### config.mk
export PLATFORM = sky130hd
export DESIGN_NAME = tap_position_debounce_decode
export DESIGN_NICKNAME = d
export VERILOG_FILES = /design/src/rtl/tpdd_pkg.sv /design/src/rtl/tpdd_debounce.sv /design/src/rtl/tpdd_decode.sv /design/src/rtl/tpdd_fault.sv /design/src/rtl/tap_position_debounce_decode.sv
export SDC_FILE = /design/constraint.sdc
export NUM_CORES = 1
export LEC_CHECK = 0
export BUFFER_PORTS_ARGS = -buffer_cell sky130_fd_sc_hd__buf_2
export CAP_MARGIN = 10
export CORE_MARGIN = 3
export CORE_UTILIZATION = 45
export CTS_CLUSTER_SIZE = 28
export DETAILED_ROUTE_END_ITERATION = 10
export PLACE_DENSITY = 0.69
export SLEW_MARGIN = 20
export SYNTH_ARGS = -nofsm -noshare
export SYNTH_HDL_FRONTEND = slang
export SYNTH_HIERARCHICAL = 1
export SYNTH_SLANG_ARGS = --single-unit
### constraint.sdc
create_clock -name i_clk -period 24 [get_ports i_clk]
set_clock_uncertainty 0.2 [all_clocks]
set_input_delay 4.8 -clock i_clk [delete_from_list [all_inputs] [get_ports i_clk]]
set_output_delay 4.8 -clock i_clk [all_outputs]
set_load 0.02 [all_outputs]
### src/rtl/tpdd_pkg.sv
// Shared types and constants for the tap position debounce and decode block.
// No dependencies; imported by every module of the block.
package tpdd_pkg;

    localparam int NUM_LINES     = 13;
    localparam int NUM_POS_LINES = 8;
    localparam int CNT_W         = 16;
    localparam int TAP_W         = 5;
    localparam int FLAG_W        = 17;
    localparam int LINE_IDX_W    = 4;
    localparam int STATUS_W      = 2;
    localparam int COUNT_W       = 4;
    localparam int SP_W          = 5;
    localparam int FAULT_CNT_W   = 8;

    // Bit positions within the debounced line vector.
    localparam int LN_PARITY_A    = 8;
    localparam int LN_PARITY_B    = 9;
    localparam int LN_POLARITY    = 10;
    localparam int LN_MOTOR_SEL   = 11;
    localparam int LN_SOLENOID    = 12;
    localparam int NUM_CONTACTS   = 11;

    localparam logic [TAP_W-1:0]       CENTER_POS     = 5'd9;
    localparam logic [FAULT_CNT_W-1:0] LOCKOUT_LIMIT  = 8'd2;
    localparam logic [CNT_W-1:0]       TICKS_RESET    = 16'd10;
    localparam logic [CNT_W-1:0]       CNT_RESET      = 16'd1;

    localparam logic [STATUS_W-1:0] ST_OK      = 2'd0;
    localparam logic [STATUS_W-1:0] ST_NONE    = 2'd1;
    localparam logic [STATUS_W-1:0] ST_SEVERAL = 2'd2;

    typedef struct packed {
        logic [TAP_W-1:0]      tap;
        logic [STATUS_W-1:0]   status;
        logic [FLAG_W-1:0]     flags;
        logic [LINE_IDX_W-1:0] line_k;
        logic                  ok;
    } t_decode;

endpackage

### src/rtl/tpdd_debounce.sv
// Per-line debounce counters and the debounced contact lines.
// Depends on tpdd_pkg.
module tpdd_debounce (
    input  logic                          i_clk,
    input  logic                          i_rst_n,
    input  logic                          i_step,
    input  logic [tpdd_pkg::NUM_LINES-1:0] i_raw,
    input  logic [tpdd_pkg::CNT_W-1:0]     i_ticks,
    output logic [tpdd_pkg::NUM_LINES-1:0] o_lines
);
    import tpdd_pkg::*;

    logic [CNT_W-1:0]     r_cnt [NUM_LINES];
    logic [CNT_W-1:0]     n_cnt [NUM_LINES];
    logic [NUM_LINES-1:0] r_lines;
    logic [NUM_LINES-1:0] n_lines;

    // Pins are active low, so a pin equal to its debounced bit disagrees with it.
    always_comb begin
        for (int i = 0; i < NUM_LINES; i++) begin
            n_cnt[i]   = r_cnt[i];
            n_lines[i] = r_lines[i];
            if (i_raw[i] == r_lines[i]) begin
                if (r_cnt[i] < i_ticks) begin
                    n_cnt[i] = r_cnt[i] + CNT_W'(1);
                end else begin
                    n_lines[i] = ~i_raw[i];
                end
            end else begin
                n_cnt[i] = '0;
            end
        end
    end

    assign o_lines = n_lines;

    always_ff @(posedge i_clk) begin
        if (!i_rst_n) begin
            for (int i = 0; i < NUM_LINES; i++) begin
                r_cnt[i] <= CNT_RESET;
            end
            r_lines <= '0;
        end else if (i_step) begin
            for (int i = 0; i < NUM_LINES; i++) begin
                r_cnt[i] <= n_cnt[i];
            end
            r_lines <= n_lines;
        end
    end

endmodule

### src/rtl/tpdd_decode.sv
// Decodes debounced position, parity and polarity lines into a tap position.
// Depends on tpdd_pkg.
module tpdd_decode #(
    parameter int NUM_POSITIONS = 17
) (
    input  logic [tpdd_pkg::NUM_CONTACTS-1:0] i_lines,
    output tpdd_pkg::t_decode                 o_dec
);
    import tpdd_pkg::*;

    logic [COUNT_W-1:0]    count;
    logic [LINE_IDX_W-1:0] k;
    logic [LINE_IDX_W-1:0] m;
    logic                  pa;
    logic                  pb;
    logic                  pol;
    logic [TAP_W-1:0]      tap;
    logic                  ok;

    assign pa  = i_lines[LN_PARITY_A];
    assign pb  = i_lines[LN_PARITY_B];
    assign pol = i_lines[LN_POLARITY];

    always_comb begin
        count = '0;
        k     = '0;
        for (int i = 0; i < NUM_POS_LINES; i++) begin
            if (i_lines[i]) begin
                count = count + COUNT_W'(1);
                k     = LINE_IDX_W'(i + 1);
            end
        end
    end

    // Parity A rounds the line index down to even, parity B down to odd.
    always_comb begin
        if (pa) begin
            m = {k[LINE_IDX_W-1:1], 1'b0};
        end else if (!k[0]) begin
            m = k - LINE_IDX_W'(1);
        end else begin
            m = k;
        end
        tap = pol ? (CENTER_POS + {1'b0, m}) : (CENTER_POS - {1'b0, m});
    end

    assign ok = (count == COUNT_W'(1)) && (pa != pb);

    always_comb begin
        o_dec        = '0;
        o_dec.ok     = ok;
        o_dec.line_k = k;
        if (ok) begin
            o_dec.status = ST_OK;
            o_dec.tap    = tap;
            for (int i = 0; i < FLAG_W; i++) begin
                if (i < NUM_POSITIONS && tap == TAP_W'(i + 1)) begin
                    o_dec.flags[i] = 1'b1;
                end
            end
        end else begin
            if (count == '0 || (count == COUNT_W'(1) && !pa && !pb)) begin
                o_dec.status = ST_NONE;
            end else begin
                o_dec.status = ST_SEVERAL;
            end
            o_dec.flags = FLAG_W'(i_lines);
        end
    end

endmodule

### src/rtl/tpdd_fault.sv
// Fault map per stored position, last decoded line index and the check flag.
// Depends on tpdd_pkg.
module tpdd_fault #(
    parameter int NUM_POSITIONS = 17
) (
    input  logic                            i_clk,
    input  logic                            i_rst_n,
    input  logic                            i_step,
    input  logic                            i_lock,
    input  logic                            i_ok,
    input  logic [tpdd_pkg::LINE_IDX_W-1:0] i_line_k,
    input  logic [tpdd_pkg::SP_W-1:0]       i_stored_position,
    output logic [tpdd_pkg::LINE_IDX_W-1:0] o_selected_line,
    output logic                            o_check
);
    import tpdd_pkg::*;

    localparam int MAP_W = NUM_POSITIONS + 1;

    logic [MAP_W-1:0]      r_map;
    logic [MAP_W-1:0]      n_map;
    logic [LINE_IDX_W-1:0] r_last;
    logic [LINE_IDX_W-1:0] n_last;

    // During lockout the map and the line index are frozen.
    always_comb begin
        n_map  = r_map;
        n_last = r_last;
        if (!i_lock) begin
            if (i_ok) begin
                n_last = i_line_k;
            end
            for (int j = 0; j < MAP_W; j++) begin
                if (i_stored_position == SP_W'(j)) begin
                    n_map[j] = ~i_ok;
                end
            end
        end
    end

    // Mark zero is stored but never counts as a fault.
    assign o_check         = i_lock || (|n_map[MAP_W-1:1]);
    assign o_selected_line = n_last;

    always_ff @(posedge i_clk) begin
        if (!i_rst_n) begin
            r_map  <= '0;
            r_last <= '0;
        end else if (i_step) begin
            r_map  <= n_map;
            r_last <= n_last;
        end
    end

endmodule

### src/rtl/tap_position_debounce_decode.sv
// Tap position debounce and decode, top level.
// An accepted input transaction passes the input register, then the result register.
// One transaction per cycle unless the result side stalls; the debounce counters and
// fault map update in the cycle an item moves from the input to the result register.
// Reset (synchronous, active low) clears both registers' valid flags, sets every
// counter to one, the debounce time to 10 ticks, and clears lines, fault map and line index.
module tap_position_debounce_decode #(
    parameter int NUM_POSITIONS = 17
) (
    input  logic        i_clk,
    input  logic        i_rst_n,
    input  logic        i_cfg_we,
    input  logic [15:0] i_cfg_data,
    input  logic        i_in_valid,
    output logic        o_in_stall,
    input  logic [7:0]  i_raw_position_lines,
    input  logic        i_raw_parity_a,
    input  logic        i_raw_parity_b,
    input  logic        i_raw_polarity,
    input  logic        i_raw_motor_select,
    input  logic        i_raw_solenoid,
    input  logic [4:0]  i_stored_position,
    input  logic [7:0]  i_solenoid_fault_count,
    output logic        o_out_valid,
    input  logic        i_out_stall,
    output logic [4:0]  o_tap_position,
    output logic [1:0]  o_position_status,
    output logic [16:0] o_position_flags,
    output logic [3:0]  o_selected_line,
    output logic        o_motor_select_seen,
    output logic        o_solenoid_seen,
    output logic        o_check_status
);
    import tpdd_pkg::*;

    logic [CNT_W-1:0]       r_ticks;
    logic                   r_s1_valid;
    logic [NUM_LINES-1:0]   r_raw;
    logic [SP_W-1:0]        r_sp;
    logic [FAULT_CNT_W-1:0] r_sfc;

    logic                   advance;
    logic                   step;
    logic                   in_take;
    logic                   lock;
    logic [NUM_LINES-1:0]   lines;
    t_decode                dec;
    logic [LINE_IDX_W-1:0]  sel_line;
    logic                   check;

    logic                   r_out_valid;
    logic [TAP_W-1:0]       r_tap;
    logic [STATUS_W-1:0]    r_status;
    logic [FLAG_W-1:0]      r_flags;
    logic [LINE_IDX_W-1:0]  r_sel;
    logic                   r_ms;
    logic                   r_sol;
    logic                   r_chk;

    assign advance    = !r_out_valid || !i_out_stall;
    assign step       = r_s1_valid && advance;
    assign o_in_stall = r_s1_valid && !advance;
    assign in_take    = i_in_valid && !o_in_stall;
    assign lock       = r_sfc > LOCKOUT_LIMIT;

    always_ff @(posedge i_clk) begin
        if (!i_rst_n) begin
            r_ticks <= TICKS_RESET;
        end else if (i_cfg_we) begin
            r_ticks <= i_cfg_data;
        end
    end

    always_ff @(posedge i_clk) begin
        if (!i_rst_n) begin
            r_s1_valid <= 1'b0;
        end else if (in_take) begin
            r_s1_valid <= 1'b1;
        end else if (advance) begin
            r_s1_valid <= 1'b0;
        end
    end

    always_ff @(posedge i_clk) begin
        if (in_take) begin
            r_raw <= {i_raw_solenoid, i_raw_motor_select, i_raw_polarity,
                      i_raw_parity_b, i_raw_parity_a, i_raw_position_lines};
            r_sp  <= i_stored_position;
            r_sfc <= i_solenoid_fault_count;
        end
    end

    tpdd_debounce u_debounce (
        .i_clk   (i_clk),
        .i_rst_n (i_rst_n),
        .i_step  (step),
        .i_raw   (r_raw),
        .i_ticks (r_ticks),
        .o_lines (lines)
    );

    tpdd_decode #(
        .NUM_POSITIONS (NUM_POSITIONS)
    ) u_decode (
        .i_lines (lines[NUM_CONTACTS-1:0]),
        .o_dec   (dec)
    );

    tpdd_fault #(
        .NUM_POSITIONS (NUM_POSITIONS)
    ) u_fault (
        .i_clk             (i_clk),
        .i_rst_n           (i_rst_n),
        .i_step            (step),
        .i_lock            (lock),
        .i_ok              (dec.ok),
        .i_line_k          (dec.line_k),
        .i_stored_position (r_sp),
        .o_selected_line   (sel_line),
        .o_check           (check)
    );

    always_ff @(posedge i_clk) begin
        if (!i_rst_n) begin
            r_out_valid <= 1'b0;
        end else if (advance) begin
            r_out_valid <= r_s1_valid;
        end
    end

    always_ff @(posedge i_clk) begin
        if (step) begin
            r_tap    <= dec.tap;
            r_status <= dec.status;
            r_flags  <= dec.flags;
            r_sel    <= sel_line;
            r_ms     <= lines[LN_MOTOR_SEL];
            r_sol    <= lines[LN_SOLENOID];
            r_chk    <= check;
        end
    end

    assign o_out_valid         = r_out_valid;
    assign o_tap_position      = r_tap;
    assign o_position_status   = r_status;
    assign o_position_flags    = r_flags;
    assign o_selected_line     = r_sel;
    assign o_motor_select_seen = r_ms;
    assign o_solenoid_seen     = r_sol;
    assign o_check_status      = r_chk;

endmodule

==> results.py <==
metrics = {
    "sta": {
        "worstMarginPinSlew_ps": 1110,
        "period_share": 0.433,
        "hold_viol_final": 0,
        "drv_slew": 0,
        "rsz0062_at_grt": "false",
        "finalWorstSetupSlack_ps": 13620,
        "fin_tns_setup_ps": 0,
        "max_clock_freq_mhz": 96.3,
        "slew_headroom": 0.260,
        "holdWs_ps": 288,
        "fin_crit_ps": 10380,
        "setup_violations": 0,
    },
    "critical_path": {
        "crit_required_ps": 19000,
        "critical_path_class": "input pin to output pin",
        "slowest_stage": "and3_1",
        "start_kind": "input pin",
        "critPathTopFamily": "buffers and inverters",
        "r2r_cells": 35,
        "cp.depth": 3,
        "end_kind": "output pin",
        "critPathArrivalTime_ps": 5380,
        "critPathMaxFanout": 3,
        "crit_path_max_incr_delay_ps": 260,
        "cp_cell_sequence": "buf_2, and3_1, buf_2",
        "crit_top_cell": "buf_2",
        "critical_path_buf_inv_count": 2,
    },
    "logic_synthesis": {
        "syn_area_um2": 20900,
        "synthCells": 2053,
        "synth.distinct_cells": 86,
        "synth-main-ff-cell": "edfxtp_1",
        "synth_fp_nets": 2320,
        "netlist.area_leader.share": 0.381,
        "yosysWarningCount": 6,
        "yosys.area.top_type": "edfxtp_1",
        "async_flop_share": 0,
        "avgSynthCellArea_um2": 10.2,
        "synth-edff-count": 265,
        "ys_ff_latch": 317,
        "ys_top_cells_by_area": "edfxtp_1, ha_1, xor2_1",
        "synth_seq_area_share": 0.431,
    },
    "drt": {
        "ant_nets": 0,
        "drc_errors": 0,
        "vias": 16200,
        "routed_via_density": 5.84,
        "drt-pass1-iter-count": 5,
        "drt_iter0_drc": 1198,
        "wl_per_cell_um": 18.9,
        "routed_wl_um": 52400,
    },
    "clock_network": {
        "tritoncts": "done",
        "cts-buffers-inserted": 37,
        "hold_buffers": 0,
        "cts_resized": 0,
        "insertion_delay_ps": 560,
        "cts.reportedPaths.clkPinSlew_ps": 60,
        "htreeDepth": 2,
        "clockBufferDepth": 3,
        "cts.sinks": 317,
        "post_cts_buffers": 0,
        "cts_root_buffer": "clkbuf_16",
    },
    "global_route": {
        "grt_first_pass_wirelength_um": 82300,
        "grt_pass1_vias": 15500,
        "grt_max_degree": 51,
        "antenna_found_initial": 2,
        "grt_usage": 0.207,
        "grt_overflow_total": 0,
    },
    "floorplan": {
        "start_util": 0.458,
        "die_width_um": 221,
        "core_area_um2": 45600,
        "dieArea_um2": 49000,
        "io-pin-count": 80,
        "num_rows": 78,
        "die_y_um": 221,
    },
    "pwr": {
        "power.density_nw_per_um2": 75.6,
        "total_leakage_power_nw": 8.92,
        "finalPower_mw": 1.76,
        "p_int_mw": 1.18,
        "seq_power_share": 0.409,
        "p_sw_frac": 0.327,
        "peakVddDrop_v": 0.0000800,
        "clkPwrFrac": 0.322,
        "power_switching_mw": 0.576,
        "p_comb_frac": 0.269,
    },
    "worst_hold_path": {
        "hold_depth": 2,
        "hp-class": "flip-flop to flip-flop",
    },
    "outcome": {
        "status": "finished clean",
    },
    "placement": {
        "hpwl_um": 34900,
        "pre_cts_ws_ps": 13610,
        "numPortBuffers": 79,
        "gp_congestion": 0.898,
    },
    "final_layout": {
        "fin_util": 0.510,
        "syn_to_final_growth_pct": 11.4,
        "insertedDiodeCount": 0,
        "layout_commonest_cell": "edfxtp_1",
        "drive_above_1_share": 0.0984,
        "nets": 2413,
        "final_cell_mix": "edfxtp_1, nor2_1, ha_1",
    },
    "job": {
        "maxCapViolCount": 0,
    },
}
## layer usage
layer	vias up	part of all wire	track usage
met3	106	0.062	0.0350
met1	7826	0.45	0.281
met2	495	0.46	0.333
li1	7770	-	-
met5	-	0.00025	0
met4	2	0.032	0.0768
## tightest hold or removal path, cell delays in order, from the launching register on
cell,delay (ps)
dfxtp_1,330
mux2i_1,70
nand2_1,60
## sequential cells by signal, summed over array words and instances, names as in the netlist, 2 cells and up
| name | flops |
|---|---|
| u_debounce/r_cnt | 208 |
| o_position_flags | 17 |
| u_fault/r_map | 17 |
| r_ticks | 16 |
| r_raw | 13 |
| u_debounce/r_lines | 13 |
| r_sfc | 8 |
| o_tap_position | 5 |
| r_sp | 5 |
| o_selected_line | 4 |
| u_fault/r_last | 4 |
| o_position_status | 2 |
## layout make-up
cell class                 count  area [um^2]
fill                        4025        22300
multi-input combinational   1605        11400
sequential                   317         9000
clock buffer                  48         1050
tap                          600          751
timing repair buffer         117          681
inverter                      68          255
clock inverter                20          163
## power groups by stage
stage          clock (mW)  sequential [mW]  combinational [mW]
3_3_place_gp            0            0.727               0.448
4_1_cts             0.580            0.719               0.468
5_1_grt             0.601            0.727               0.525
2_1_floorplan           0            0.721               0.344
6_report            0.566            0.720               0.472
3_5_place_dp            0            0.729               0.464
## synthesized netlist by cell type, types with 15 or more instances
library cell / instances
o21ai_0: 53
nor2b_1: 35
inv_1: 67
mux2i_1: 52
nor3_1: 26
and3_1: 51
clkbuf_1: 48
or3_1: 22
edfxtp_1: 265
xor2_1: 123
o211a_1: 19
nand4_1: 70
dfxtp_1: 52
nor2_1: 256
and4_1: 20
nand3_1: 77
nand2_1: 170
a21oi_1: 97
nor4_1: 15
xnor2_1: 65
nand2b_1: 28
ha_1: 220
## cell families (layout without fill, tap and decap cells)
| family | Yosys count | in the layout | share of synthesized area |
|---|---|---|---|
| mux | 60 | 60 | 0.0292 |
| buf+inv | 131 | 253 | 0.0264 |
| compound gates | 307 | 307 | 0.100 |
| fa+ha+maj | 220 | 220 | 0.132 |
| flops | 317 | 317 | 0.431 |
| simple gates | 826 | 826 | 0.199 |
| xor+xnor | 192 | 192 | 0.0830 |
## worst paths after layout
kind               startpoint              to  slack (ps)
setup / recovery  i_out_stall      o_in_stall       13620
setup reg to reg  r_ticks[14]  o_check_status       14480
hold reg to reg    r_ticks[1]      r_ticks[1]         290
hold / removal     r_ticks[1]      r_ticks[1]         290
## stage by stage
step,area [um^2],instances
after floorplan,20900,2053
after global placement,22000,2707
after detailed placement,22000,2707
after CTS,23300,2775
after global routing,23300,2775
final,23300,2775
Power figures use the tool's default switching activity.
